## config.mk

```make
export PLATFORM = sky130hd
export DESIGN_NAME = text_line_folder_flat
export DESIGN_NICKNAME = d
export VERILOG_FILES = /design/src/tlf_pkg.sv /design/src/tlf_ifs.sv /design/src/text_line_folder.sv /design/src/tlf_sequencer.sv /design/src/tlf_datapath.sv /design/src/flat_wrapper.sv
export VERILOG_INCLUDE_DIRS = /design/src /design/src/src
export SDC_FILE = /design/constraint.sdc
export NUM_CORES = 1
export LEC_CHECK = 0
export BUFFER_PORTS_ARGS = -buffer_cell sky130_fd_sc_hd__buf_4
export CAP_MARGIN = 0
export CORE_UTILIZATION = 53
export CTS_CLUSTER_DIAMETER = 100
export CTS_CLUSTER_SIZE = 14
export DETAILED_ROUTE_END_ITERATION = 10
export PLACE_DENSITY = 0.78
export SLEW_MARGIN = 25
export SYNTH_ARGS = -nofsm -noshare
export SYNTH_HDL_FRONTEND = slang
export SYNTH_SLANG_ARGS = --single-unit
```

## constraint.sdc

```tcl
create_clock -name clk -period 5.7 [get_ports clk]
set_input_delay 0.57 -clock clk [delete_from_list [all_inputs] [get_ports clk]]
set_output_delay 0.57 -clock clk [all_outputs]
set_load 0.05 [all_outputs]
```

## src/text_line_folder_macros.svh

```systemverilog
// Assertion macros shared by the text line folder modules.
`ifndef TEXT_LINE_FOLDER_MACROS_SVH
`define TEXT_LINE_FOLDER_MACROS_SVH

// Checked on every clock edge once reset has been released.
`define TLF_ASSERT(name, prop, msg) \
    name: assert property (@(posedge clk) disable iff (!rst_n) prop) \
        else $error(msg);

// Checked on every clock edge, reset included.
`define TLF_ASSERT_ALWAYS(name, prop, msg) \
    name: assert property (@(posedge clk) prop) \
        else $error(msg);

`endif

```

## src/tlf_pkg.sv

```systemverilog
// Types, constants and helper functions of the text line folder.
package tlf_pkg;

    localparam int MAX_WIDTH = 32;
    localparam int ADDR_W    = (MAX_WIDTH > 1) ? $clog2(MAX_WIDTH) : 1;
    localparam int LEN_W     = $clog2(MAX_WIDTH + 1);

    localparam int CHAR_W     = 8;
    localparam int COL_W      = 7;
    localparam int LW_W       = 6;
    localparam int TW_W       = 4;
    localparam int CFG_IDX_W  = 4;
    localparam int CFG_DATA_W = 8;

    localparam logic [COL_W-1:0]  COL_SAT  = {COL_W{1'b1}};
    localparam logic [LW_W-1:0]   LW_RESET = LW_W'(10);
    localparam logic [TW_W-1:0]   TW_RESET = TW_W'(4);

    localparam logic [CHAR_W-1:0] CH_NL  = 8'd10;
    localparam logic [CHAR_W-1:0] CH_TAB = 8'd9;
    localparam logic [CHAR_W-1:0] CH_SP  = 8'd32;

    localparam logic [CFG_IDX_W-1:0] REG_LINE_WIDTH = CFG_IDX_W'(0);
    localparam logic [CFG_IDX_W-1:0] REG_TAB_WIDTH  = CFG_IDX_W'(1);

    typedef enum logic [1:0] {
        EMIT_NONE,
        EMIT_RD,
        EMIT_CHAR,
        EMIT_NL
    } emit_t;

    typedef enum logic [2:0] {
        IDX_HOLD,
        IDX_ZERO,
        IDX_INC,
        IDX_DEC,
        IDX_LEN_M1
    } idx_op_t;

    typedef enum logic [1:0] {
        SEG_NONE,
        SEG_CLEAR,
        SEG_ADVANCE,
        SEG_STORE
    } seg_op_t;

    // Control word driven by the sequencer into the datapath.
    typedef struct packed {
        logic    idle;
        emit_t   emit;
        logic    last;
        idx_op_t idx_op;
        seg_op_t seg_op;
        logic    col_acc;
        logic    p_load;
    } ctl_t;

    // Status returned by the datapath for jumps and dispatch.
    typedef struct packed {
        logic in_valid;
        logic is_end;
        logic fold;
        logic c_blank;
        logic idx_eq_len;
        logic idx_eq_zero;
        logic idx_eq_p1;
        logic rd_blank;
        logic out_free;
    } stat_t;

    function automatic logic is_blank(input logic [CHAR_W-1:0] c);
        return (c == CH_SP) || (c == CH_TAB);
    endfunction

    function automatic logic [COL_W-1:0] add_cols(input logic [COL_W-1:0] col,
                                                  input logic [CHAR_W-1:0] c,
                                                  input logic [TW_W-1:0] tw);
        logic [COL_W:0] sum;
        sum = {1'b0, col} + ((c == CH_TAB) ? (COL_W + 1)'(tw) : (COL_W + 1)'(1));
        if (sum > (COL_W + 1)'(COL_SAT))
        begin
            sum = (COL_W + 1)'(COL_SAT);
        end
        return sum[COL_W-1:0];
    endfunction

    // Ring index arithmetic; the sum always stays below twice the depth.
    function automatic logic [ADDR_W-1:0] ring_add(input logic [ADDR_W-1:0] a,
                                                   input logic [LEN_W-1:0] b);
        logic [LEN_W:0] sum;
        sum = (LEN_W + 1)'(a) + (LEN_W + 1)'(b);
        if (sum >= (LEN_W + 1)'(MAX_WIDTH))
        begin
            sum = sum - (LEN_W + 1)'(MAX_WIDTH);
        end
        return sum[ADDR_W-1:0];
    endfunction

endpackage

```

## src/tlf_ifs.sv

```systemverilog
// Channel interfaces of the text line folder: input, output and configuration.
interface tlf_in_if;
    import tlf_pkg::*;
    logic              valid;
    logic              ready;
    logic [CHAR_W-1:0] in_char;
    logic              flush;
    modport source (output valid, output in_char, output flush, input ready);
    modport sink   (input valid, input in_char, input flush, output ready);
endinterface

interface tlf_out_if;
    import tlf_pkg::*;
    logic              valid;
    logic              ready;
    logic [CHAR_W-1:0] out_char;
    logic              last;
    modport source (output valid, output out_char, output last, input ready);
    modport sink   (input valid, input out_char, input last, output ready);
endinterface

interface tlf_cfg_if;
    import tlf_pkg::*;
    logic                  valid;
    logic                  ready;
    logic [CFG_IDX_W-1:0]  index;
    logic [CFG_DATA_W-1:0] data;
    modport source (output valid, output index, output data, input ready);
    modport sink   (input valid, input index, input data, output ready);
endinterface

```

## src/text_line_folder.sv

```systemverilog
// Top level of the text line folder: configuration registers and the two blocks.
//
// Folds a byte stream into lines once line_width columns are reached, breaking
// after the last blank of the pending segment. An ordinary byte is accepted and
// then written to the segment store by one store step. A newline or flush emits
// the held segment and then a newline. A fold searches the segment backwards
// for a blank, emits one byte per cycle, and then recounts the remaining bytes.
// The pace is set by the single read port of the segment store, which the
// microcode steps through one entry at a time; a stalled output holds the
// emitting step. Configuration writes are taken in any cycle.
module text_line_folder (
    input  logic      clk,
    input  logic      rst_n,
    tlf_in_if.sink    in_ch,
    tlf_out_if.source out_ch,
    tlf_cfg_if.sink   cfg
);
    import tlf_pkg::*;

    logic [LW_W-1:0] line_width_reg, line_width_next;
    logic [TW_W-1:0] tab_width_reg, tab_width_next;
    ctl_t            ctl;
    stat_t           stat;

    assign cfg.ready = 1'b1;

    always_comb
    begin
        line_width_next = line_width_reg;
        tab_width_next  = tab_width_reg;
        if (cfg.valid)
        begin
            case (cfg.index)
                REG_LINE_WIDTH: line_width_next = cfg.data[LW_W-1:0];
                REG_TAB_WIDTH:  tab_width_next  = cfg.data[TW_W-1:0];
                default:
                begin
                    line_width_next = line_width_reg;
                end
            endcase
        end
    end

    always_ff @(posedge clk or negedge rst_n)
    begin
        if (!rst_n)
        begin
            line_width_reg <= LW_RESET;
            tab_width_reg  <= TW_RESET;
        end
        else
        begin
            line_width_reg <= line_width_next;
            tab_width_reg  <= tab_width_next;
        end
    end

    tlf_sequencer u_seq (
        .clk   (clk),
        .rst_n (rst_n),
        .stat  (stat),
        .ctl   (ctl)
    );

    tlf_datapath u_dp (
        .clk        (clk),
        .rst_n      (rst_n),
        .ctl        (ctl),
        .stat       (stat),
        .line_width (line_width_reg),
        .tab_width  (tab_width_reg),
        .in_ch      (in_ch),
        .out_ch     (out_ch)
    );

endmodule

```

## src/tlf_sequencer.sv

```systemverilog
// Microcode sequencer: step counter, control store and conditional jumps.
`include "text_line_folder_macros.svh"

module tlf_sequencer (
    input  logic           clk,
    input  logic           rst_n,
    input  tlf_pkg::stat_t stat,
    output tlf_pkg::ctl_t  ctl
);
    import tlf_pkg::*;

    typedef enum logic [3:0] {
        ST_IDLE,
        ST_F0,
        ST_F1,
        ST_B0,
        ST_B1,
        ST_B2,
        ST_S0,
        ST_S1,
        ST_S2,
        ST_P0,
        ST_P1,
        ST_P2,
        ST_C0,
        ST_H0,
        ST_H1,
        ST_STORE
    } step_t;

    typedef enum logic [2:0] {
        COND_NEVER,
        COND_IDX_EQ_LEN,
        COND_IDX_EQ_ZERO,
        COND_IDX_EQ_P1,
        COND_RD_BLANK
    } cond_t;

    // When the condition holds the step only jumps to tgt; otherwise it
    // performs its actions and moves on to nxt, unless a stalled emit holds it.
    typedef struct packed {
        cond_t cond;
        step_t tgt;
        step_t nxt;
        ctl_t  act;
    } uword_t;

    function automatic uword_t rom(input step_t s);
        uword_t w;
        w.cond = COND_NEVER;
        w.tgt  = ST_IDLE;
        w.nxt  = ST_IDLE;
        w.act  = '0;
        case (s)
            // Newline or flush: whole segment, then a newline.
            ST_F0:
            begin
                w.cond = COND_IDX_EQ_LEN; w.tgt = ST_F1; w.nxt = ST_F0;
                w.act.emit = EMIT_RD; w.act.idx_op = IDX_INC;
            end
            ST_F1:
            begin
                w.act.emit = EMIT_NL; w.act.last = 1'b1; w.act.seg_op = SEG_CLEAR;
            end
            // Fold on an arriving blank: segment, the blank, a newline.
            ST_B0:
            begin
                w.cond = COND_IDX_EQ_LEN; w.tgt = ST_B1; w.nxt = ST_B0;
                w.act.emit = EMIT_RD; w.act.idx_op = IDX_INC;
            end
            ST_B1:
            begin
                w.nxt = ST_B2; w.act.emit = EMIT_CHAR;
            end
            ST_B2:
            begin
                w.act.emit = EMIT_NL; w.act.last = 1'b1; w.act.seg_op = SEG_CLEAR;
            end
            // Backward search for the last blank after the first byte.
            ST_S0:
            begin
                w.nxt = ST_S1; w.act.idx_op = IDX_LEN_M1;
            end
            ST_S1:
            begin
                w.cond = COND_IDX_EQ_ZERO; w.tgt = ST_H0; w.nxt = ST_S2;
            end
            ST_S2:
            begin
                w.cond = COND_RD_BLANK; w.tgt = ST_P0; w.nxt = ST_S1;
                w.act.idx_op = IDX_DEC;
            end
            ST_P0:
            begin
                w.nxt = ST_P1; w.act.p_load = 1'b1; w.act.idx_op = IDX_ZERO;
            end
            ST_P1:
            begin
                w.cond = COND_IDX_EQ_P1; w.tgt = ST_P2; w.nxt = ST_P1;
                w.act.emit = EMIT_RD; w.act.idx_op = IDX_INC;
            end
            ST_P2:
            begin
                w.nxt = ST_C0; w.act.emit = EMIT_NL; w.act.last = 1'b1;
                w.act.seg_op = SEG_ADVANCE; w.act.idx_op = IDX_ZERO;
            end
            // Recount the columns of the remainder.
            ST_C0:
            begin
                w.cond = COND_IDX_EQ_LEN; w.tgt = ST_STORE; w.nxt = ST_C0;
                w.act.col_acc = 1'b1; w.act.idx_op = IDX_INC;
            end
            // No blank found: hard break of the whole segment.
            ST_H0:
            begin
                w.cond = COND_IDX_EQ_LEN; w.tgt = ST_H1; w.nxt = ST_H0;
                w.act.emit = EMIT_RD; w.act.idx_op = IDX_INC;
            end
            ST_H1:
            begin
                w.nxt = ST_STORE; w.act.emit = EMIT_NL; w.act.last = 1'b1;
                w.act.seg_op = SEG_CLEAR;
            end
            ST_STORE:
            begin
                w.act.seg_op = SEG_STORE;
            end
            default:
            begin
                w.nxt = ST_IDLE;
            end
        endcase
        return w;
    endfunction

    step_t  upc_reg;
    step_t  upc_next;
    uword_t word;
    logic   cond_hit;
    logic   stall;
    logic   idle;

    always_comb
    begin
        word = rom(upc_reg);
        case (word.cond)
            COND_IDX_EQ_LEN:  cond_hit = stat.idx_eq_len;
            COND_IDX_EQ_ZERO: cond_hit = stat.idx_eq_zero;
            COND_IDX_EQ_P1:   cond_hit = stat.idx_eq_p1;
            COND_RD_BLANK:    cond_hit = stat.rd_blank;
            default:          cond_hit = 1'b0;
        endcase
        stall = (word.act.emit != EMIT_NONE) && !stat.out_free;
        idle  = (upc_reg == ST_IDLE);

        if (idle)
        begin
            if (!stat.in_valid)
            begin
                upc_next = ST_IDLE;
            end
            else if (stat.is_end)
            begin
                upc_next = ST_F0;
            end
            else if (stat.fold)
            begin
                upc_next = stat.c_blank ? ST_B0 : ST_S0;
            end
            else
            begin
                upc_next = ST_STORE;
            end
        end
        else if (cond_hit)
        begin
            upc_next = word.tgt;
        end
        else if (stall)
        begin
            upc_next = upc_reg;
        end
        else
        begin
            upc_next = word.nxt;
        end

        ctl = '0;
        if (!idle && !cond_hit && !stall)
        begin
            ctl = word.act;
        end
        ctl.idle = idle;
    end

    always_ff @(posedge clk or negedge rst_n)
    begin
        if (!rst_n)
        begin
            upc_reg <= ST_IDLE;
        end
        else
        begin
            upc_reg <= upc_next;
        end
    end

    `TLF_ASSERT(a_idle_waits, (upc_reg == ST_IDLE && !stat.in_valid) |=> (upc_reg == ST_IDLE), "sequencer left idle without an item")
    `TLF_ASSERT(a_idle_quiet, ctl.idle |-> (ctl.emit == EMIT_NONE && ctl.seg_op == SEG_NONE), "actions issued while idle")
    `TLF_ASSERT(a_last_on_nl, ctl.last |-> (ctl.emit == EMIT_NL), "final byte of an item is not a newline")

endmodule

```

## src/tlf_datapath.sv

```systemverilog
// Datapath: segment ring store, segment registers and output register.
`include "text_line_folder_macros.svh"

module tlf_datapath (
    input  logic                       clk,
    input  logic                       rst_n,
    input  tlf_pkg::ctl_t              ctl,
    output tlf_pkg::stat_t             stat,
    input  logic [tlf_pkg::LW_W-1:0]   line_width,
    input  logic [tlf_pkg::TW_W-1:0]   tab_width,
    tlf_in_if.sink                     in_ch,
    tlf_out_if.source                  out_ch
);
    import tlf_pkg::*;

    logic [CHAR_W-1:0] seg_mem [MAX_WIDTH];

    logic [ADDR_W-1:0] start_reg, start_next;
    logic [LEN_W-1:0]  len_reg, len_next;
    logic [COL_W-1:0]  col_reg, col_next;
    logic [LEN_W-1:0]  idx_reg, idx_next;
    logic [ADDR_W-1:0] p_reg, p_next;
    logic [CHAR_W-1:0] char_reg, char_next;
    logic [CHAR_W-1:0] rdata_reg;
    logic              out_valid_reg, out_valid_next;
    logic [CHAR_W-1:0] out_char_reg, out_char_next;
    logic              out_last_reg, out_last_next;

    logic              accept;
    logic              fire;
    logic              wr_en;
    logic [ADDR_W-1:0] wr_addr;
    logic [ADDR_W-1:0] rd_addr;
    logic [LEN_W-1:0]  adv;

    assign in_ch.ready     = ctl.idle;
    assign out_ch.valid    = out_valid_reg;
    assign out_ch.out_char = out_char_reg;
    assign out_ch.last     = out_last_reg;

    assign accept = ctl.idle && in_ch.valid;
    assign adv    = LEN_W'(p_reg) + LEN_W'(1);

    always_comb
    begin
        stat.in_valid    = in_ch.valid;
        stat.is_end      = in_ch.flush || (in_ch.in_char == CH_NL);
        stat.c_blank     = is_blank(in_ch.in_char);
        stat.fold        = (len_reg != '0) &&
                           ((col_reg >= COL_W'(line_width)) ||
                            (len_reg >= LEN_W'(MAX_WIDTH)));
        stat.idx_eq_len  = (idx_reg == len_reg);
        stat.idx_eq_zero = (idx_reg == '0);
        stat.idx_eq_p1   = (idx_reg == adv);
        stat.rd_blank    = is_blank(rdata_reg);
        stat.out_free    = !out_valid_reg || out_ch.ready;
    end

    always_comb
    begin
        case (ctl.idx_op)
            IDX_ZERO:   idx_next = '0;
            IDX_INC:    idx_next = idx_reg + LEN_W'(1);
            IDX_DEC:    idx_next = idx_reg - LEN_W'(1);
            IDX_LEN_M1: idx_next = len_reg - LEN_W'(1);
            default:    idx_next = idx_reg;
        endcase
        if (accept)
        begin
            idx_next = '0;
        end

        start_next = start_reg;
        len_next   = len_reg;
        col_next   = col_reg;
        wr_en      = 1'b0;
        wr_addr    = ring_add(start_reg, len_reg);
        case (ctl.seg_op)
            SEG_CLEAR:
            begin
                start_next = '0;
                len_next   = '0;
                col_next   = '0;
            end
            SEG_ADVANCE:
            begin
                start_next = ring_add(start_reg, adv);
                len_next   = len_reg - adv;
                col_next   = '0;
            end
            SEG_STORE:
            begin
                wr_en    = 1'b1;
                len_next = len_reg + LEN_W'(1);
                col_next = add_cols(col_reg, char_reg, tab_width);
            end
            default:
            begin
                if (ctl.col_acc)
                begin
                    col_next = add_cols(col_reg, rdata_reg, tab_width);
                end
            end
        endcase

        p_next    = ctl.p_load ? idx_reg[ADDR_W-1:0] : p_reg;
        char_next = accept ? in_ch.in_char : char_reg;

        // Read one step ahead so that the read data matches the index register.
        rd_addr = ring_add(start_next, idx_next);

        fire = (ctl.emit != EMIT_NONE);
        case (ctl.emit)
            EMIT_RD:   out_char_next = rdata_reg;
            EMIT_CHAR: out_char_next = char_reg;
            EMIT_NL:   out_char_next = CH_NL;
            default:   out_char_next = out_char_reg;
        endcase
        out_last_next  = fire ? ctl.last : out_last_reg;
        out_valid_next = fire ? 1'b1 : (out_valid_reg && !out_ch.ready);
    end

    always_ff @(posedge clk or negedge rst_n)
    begin
        if (!rst_n)
        begin
            start_reg     <= '0;
            len_reg       <= '0;
            col_reg       <= '0;
            idx_reg       <= '0;
            out_valid_reg <= 1'b0;
        end
        else
        begin
            start_reg     <= start_next;
            len_reg       <= len_next;
            col_reg       <= col_next;
            idx_reg       <= idx_next;
            out_valid_reg <= out_valid_next;
        end
    end

    always_ff @(posedge clk)
    begin
        p_reg        <= p_next;
        char_reg     <= char_next;
        out_char_reg <= out_char_next;
        out_last_reg <= out_last_next;
    end

    always_ff @(posedge clk)
    begin
        if (wr_en)
        begin
            seg_mem[wr_addr] <= char_reg;
        end
        rdata_reg <= seg_mem[rd_addr];
    end

    `TLF_ASSERT_ALWAYS(a_len_bound, len_reg <= LEN_W'(MAX_WIDTH), "segment length beyond store depth")
    `TLF_ASSERT(a_emit_free, (ctl.emit != EMIT_NONE) |-> stat.out_free, "byte emitted into a full output register")
    `TLF_ASSERT(a_store_room, (ctl.seg_op == SEG_STORE) |-> (len_reg < LEN_W'(MAX_WIDTH)), "byte stored into a full segment")

endmodule
```

## src/flat_wrapper.sv

```systemverilog
// flat-port wrapper written by rule: the top's interface ports become plain ports
module text_line_folder_flat import tlf_pkg::*;
  (clk, rst_n, in_ch_valid, in_ch_in_char, in_ch_flush, in_ch_ready, out_ch_valid, out_ch_out_char, out_ch_last, out_ch_ready, cfg_valid, cfg_index, cfg_data, cfg_ready);
  tlf_in_if in_ch_i ();
  tlf_out_if out_ch_i ();
  tlf_cfg_if cfg_i ();
  input  logic clk;
  input  logic rst_n;
  input wire logic [$bits(in_ch_i.valid)-1:0] in_ch_valid;
  input wire logic [$bits(in_ch_i.in_char)-1:0] in_ch_in_char;
  input wire logic [$bits(in_ch_i.flush)-1:0] in_ch_flush;
  output wire logic [$bits(in_ch_i.ready)-1:0] in_ch_ready;
  output wire logic [$bits(out_ch_i.valid)-1:0] out_ch_valid;
  output wire logic [$bits(out_ch_i.out_char)-1:0] out_ch_out_char;
  output wire logic [$bits(out_ch_i.last)-1:0] out_ch_last;
  input wire logic [$bits(out_ch_i.ready)-1:0] out_ch_ready;
  input wire logic [$bits(cfg_i.valid)-1:0] cfg_valid;
  input wire logic [$bits(cfg_i.index)-1:0] cfg_index;
  input wire logic [$bits(cfg_i.data)-1:0] cfg_data;
  output wire logic [$bits(cfg_i.ready)-1:0] cfg_ready;
  assign in_ch_i.valid = in_ch_valid;
  assign in_ch_i.in_char = in_ch_in_char;
  assign in_ch_i.flush = in_ch_flush;
  assign in_ch_ready = in_ch_i.ready;
  assign out_ch_valid = out_ch_i.valid;
  assign out_ch_out_char = out_ch_i.out_char;
  assign out_ch_last = out_ch_i.last;
  assign out_ch_i.ready = out_ch_ready;
  assign cfg_i.valid = cfg_valid;
  assign cfg_i.index = cfg_index;
  assign cfg_i.data = cfg_data;
  assign cfg_ready = cfg_i.ready;
  text_line_folder u_core (.clk(clk), .rst_n(rst_n), .in_ch(in_ch_i), .out_ch(out_ch_i), .cfg(cfg_i));
endmodule
```

==> results.cfg <==
[setup_path]
path_max_fanout = 21
worstSetupPathType = reg2reg
worst_ep_required_time_ns = 6.12
startpoint_type = flop
crit_path_end_kind = flop
crit_arrival_ns = 5.46

[clocking]
path_clk_slew_ns = 0.07
cts_tree = built
root_buffer = clkbuf_16
clock_latency_ns = 0.55
clk_path_buf_depth = 3
postCtsHoldBufs = 0
numCtsBuffers = 27
cts.sinks = 325
htreeDepth = 1
post_cts_buffers = 0
cts_resized = 0

[final_layout]
layout.nets = 1143
multi_input_area_um2 = 5390
areaGrowthSynthToFinish_pct = 10.2
largest_reg_flops = 256
drive_gt1_share_pct = 17.6
fill_cells = 2090
regMostFlops = u_core.u_dp.seg_mem
regArea_um2 = 9490
antenna_cells = 0

[synthesis]
synth-main-ff-cell = edfxtp_1
syn_area_um2 = 15100
synth_cell_types = 73
avgSynthCellArea_um2 = 14.6
syn_nets = 1109
synth_edf_count = 278
synth_area_leaders = edfxtp_1 55%, mux4_2 9.5%, dfrtp_1 5.9%
ys_async_sr_fraction_pct = 12.0
yosys.area.top_type = edfxtp_1
synth_top_area_share_pct = 55.1
synth_warnings = 0
ys_ff_latch = 325
netlist_instances = 1040
synth_seq_area_share_pct = 62.7

[timing]
period_minus_slack_ns = 5.04
hold_viol_final = 5
maxSlewViolCount = 0
finClkSkew_ns = 0.0239
tightest_slew_ns = 0.911
max_slew_margin_pct = 38.4
holdWs_ns = -0.0149
clock.fmax_mhz = 199
rsz0062_at_grt = no
tns_ns = 0
setup_viol = 0
finalCritPeriodShare_pct = 88.4

[route]
ant_nets = 0
dr_total_vias = 8866
drt_iter0_drc = 1069
drtPass1Iterations = 7
routed_wl_mm = 31.9
routedWlPerCell_um = 21.7
viasPerCell = 6.02
drcViolationCount = 0

[grt]
grt_start_max_net_pins = 65
grt_pass1_vias = 8927
grt_antenna_before_repair = 0
grt_pass1_wl_mm = 50.6
grt.overflow.total = 0
grt_use_total_pct = 23.0

[floorplanning]
dieWidth_um = 171
initial_core_util_pct = 54.2
die_area_um2 = 29300
die_h_um = 171
rows = 61
num_io_pins = 38
coreArea_um2 = 27900

[place]
place.gp.congestion = 0.916
dp_hpwl_mm = 20.7
io_buffers = 34

[hold_path]
hold_path.class = in2async

[outcome]
violations = hold timing
status = complete, but fails checks

[job]
drv_cap = 0
-- worst max-delay path, stage by stage, from the launching register on --
cell      delay [ns]
dfrtp_1         0.60
and4bb_1        0.61
o211ai_1        0.19
a221oi_2        0.32
and3_2          0.28
a31o_2          0.37
nor2_1          0.14
a22o_1          0.24
a31oi_1         0.28
fa_2            0.34
xor2_4          0.48
buf_12          0.26
mux2i_1         0.32
nor2_1          0.09
a21oi_1         0.25
mux2i_1         0.12
-- through the flow --
| step | area [um2] | instances | hold slack, ns | setup WS (ns) | utilization (%) |
|---|---|---|---|---|---|
| floorplan | 15100 | 1040 | 0.274 | 0.589 | - |
| detailed placement | 15900 | 1423 | 0.503 | 0.758 | 57.0 |
| CTS | 16700 | 1473 | 0.0137 | 0.724 | 59.7 |
| finish | 16700 | 1473 | -0.0149 | 0.663 | 59.7 |
| global route | 16700 | 1473 | 0.0112 | 0.302 | 59.7 |
| global placement | 15900 | 1423 | 0.496 | 0.814 | 57.0 |
-- synth_stat cells (4+ instances only) --
| library cell | number |
|---|---|
| xor2_1 | 16 |
| nand2b_1 | 17 |
| mux4_2 | 64 |
| nand2_1 | 51 |
| a21oi_1 | 54 |
| xnor2_1 | 23 |
| nor3_1 | 10 |
| mux2i_1 | 27 |
| o21ai_0 | 48 |
| nor3b_1 | 4 |
| mux2_2 | 23 |
| ha_1 | 37 |
| a31oi_1 | 9 |
| edfxtp_1 | 278 |
| a22o_1 | 8 |
| a21o_1 | 13 |
| buf_1 | 11 |
| a22oi_1 | 4 |
| o31ai_1 | 5 |
| clkbuf_1 | 29 |
| dfrtp_1 | 36 |
| nand3_1 | 12 |
| dfxtp_1 | 8 |
| and2_1 | 8 |
| o2bb2ai_1 | 4 |
| nor2_1 | 109 |
| inv_1 | 32 |
| nor2b_1 | 10 |
| buf_4 | 4 |
| o211ai_1 | 8 |
| fa_1 | 6 |
| nor4_1 | 4 |
-- cell usage in the layout (no fill, tap or decap), drive strengths merged, types with 6 or more instances in the layout --
| cell type | instances |
|---|---|
| nand2b | 17 |
| o21ai | 49 |
| nor2 | 110 |
| a31oi | 10 |
| clkbuf | 48 |
| mux2 | 23 |
| buf | 52 |
| o31ai | 6 |
| mux2i | 27 |
| ha | 37 |
| dfrtp | 36 |
| nor2b | 10 |
| fa | 6 |
| edfxtp | 278 |
| xnor2 | 24 |
| inv | 33 |
| dfxtp | 8 |
| a21oi | 54 |
| and2 | 9 |
| a22o | 8 |
| o211ai | 8 |
| nor3 | 10 |
| nand2 | 51 |
| nand3 | 14 |
| mux4 | 64 |
| xor2 | 16 |
| a21o | 13 |
-- final timing paths --
kind	start	depth (start not counted)	slack [ns]	to
min in group clk	in_ch_in_char[6]	1	0.20	u_core.u_dp.char_reg[6]
max in group asynchronous	rst_n	1	5.30	u_core.line_width_reg[1]
hold reg to reg	u_core.line_width_reg[0]	1	0.51	u_core.line_width_reg[0]
setup reg to reg	u_core.u_seq.upc_reg[2]	15	0.66	u_core.u_dp.rdata_reg[5]
hold / removal	rst_n	1	-0.01	u_core.u_seq.upc_reg[3]
setup / recovery	u_core.u_seq.upc_reg[2]	15	0.66	u_core.u_dp.rdata_reg[5]
-- logic make-up (layout without fill, tap and decap cells) --
family,Yosys count,in the layout,share of synthesized area (%)
AOI/OAI and AO/OA,186,186,7.97
xor gates and xnor gates,40,40,2.44
adders and majority gates,43,43,3.85
buffers and inverters,79,134,2.08
DFF,325,325,62.7
muxes,114,114,13.0
other,1,1,0.0248
and+or+nand+nor,252,252,7.97
-- routing by layer --
| layer | GRT usage, % | share of wire (%) |
|---|---|---|
| met2 | 37.7 | 49 |
| met3 | 3.08 | 7.0 |
| met5 | 0 | 0 |
| met4 | 5.63 | 2.0 |
| met1 | 32.6 | 42 |
-- area by class of cell --
type	instances	share of cell area, %
timing repair buffer	52	2.64
tap	378	2.83
clock buffer	48	4.52
clock inverter	2	0.150
sequential	325	56.9
multi-input combinational	636	32.3
inverter	32	0.720
Power is left out: the tool's default activity adds up to more than one toggle a clock period on the data nets, which glitch-free logic cannot reach.
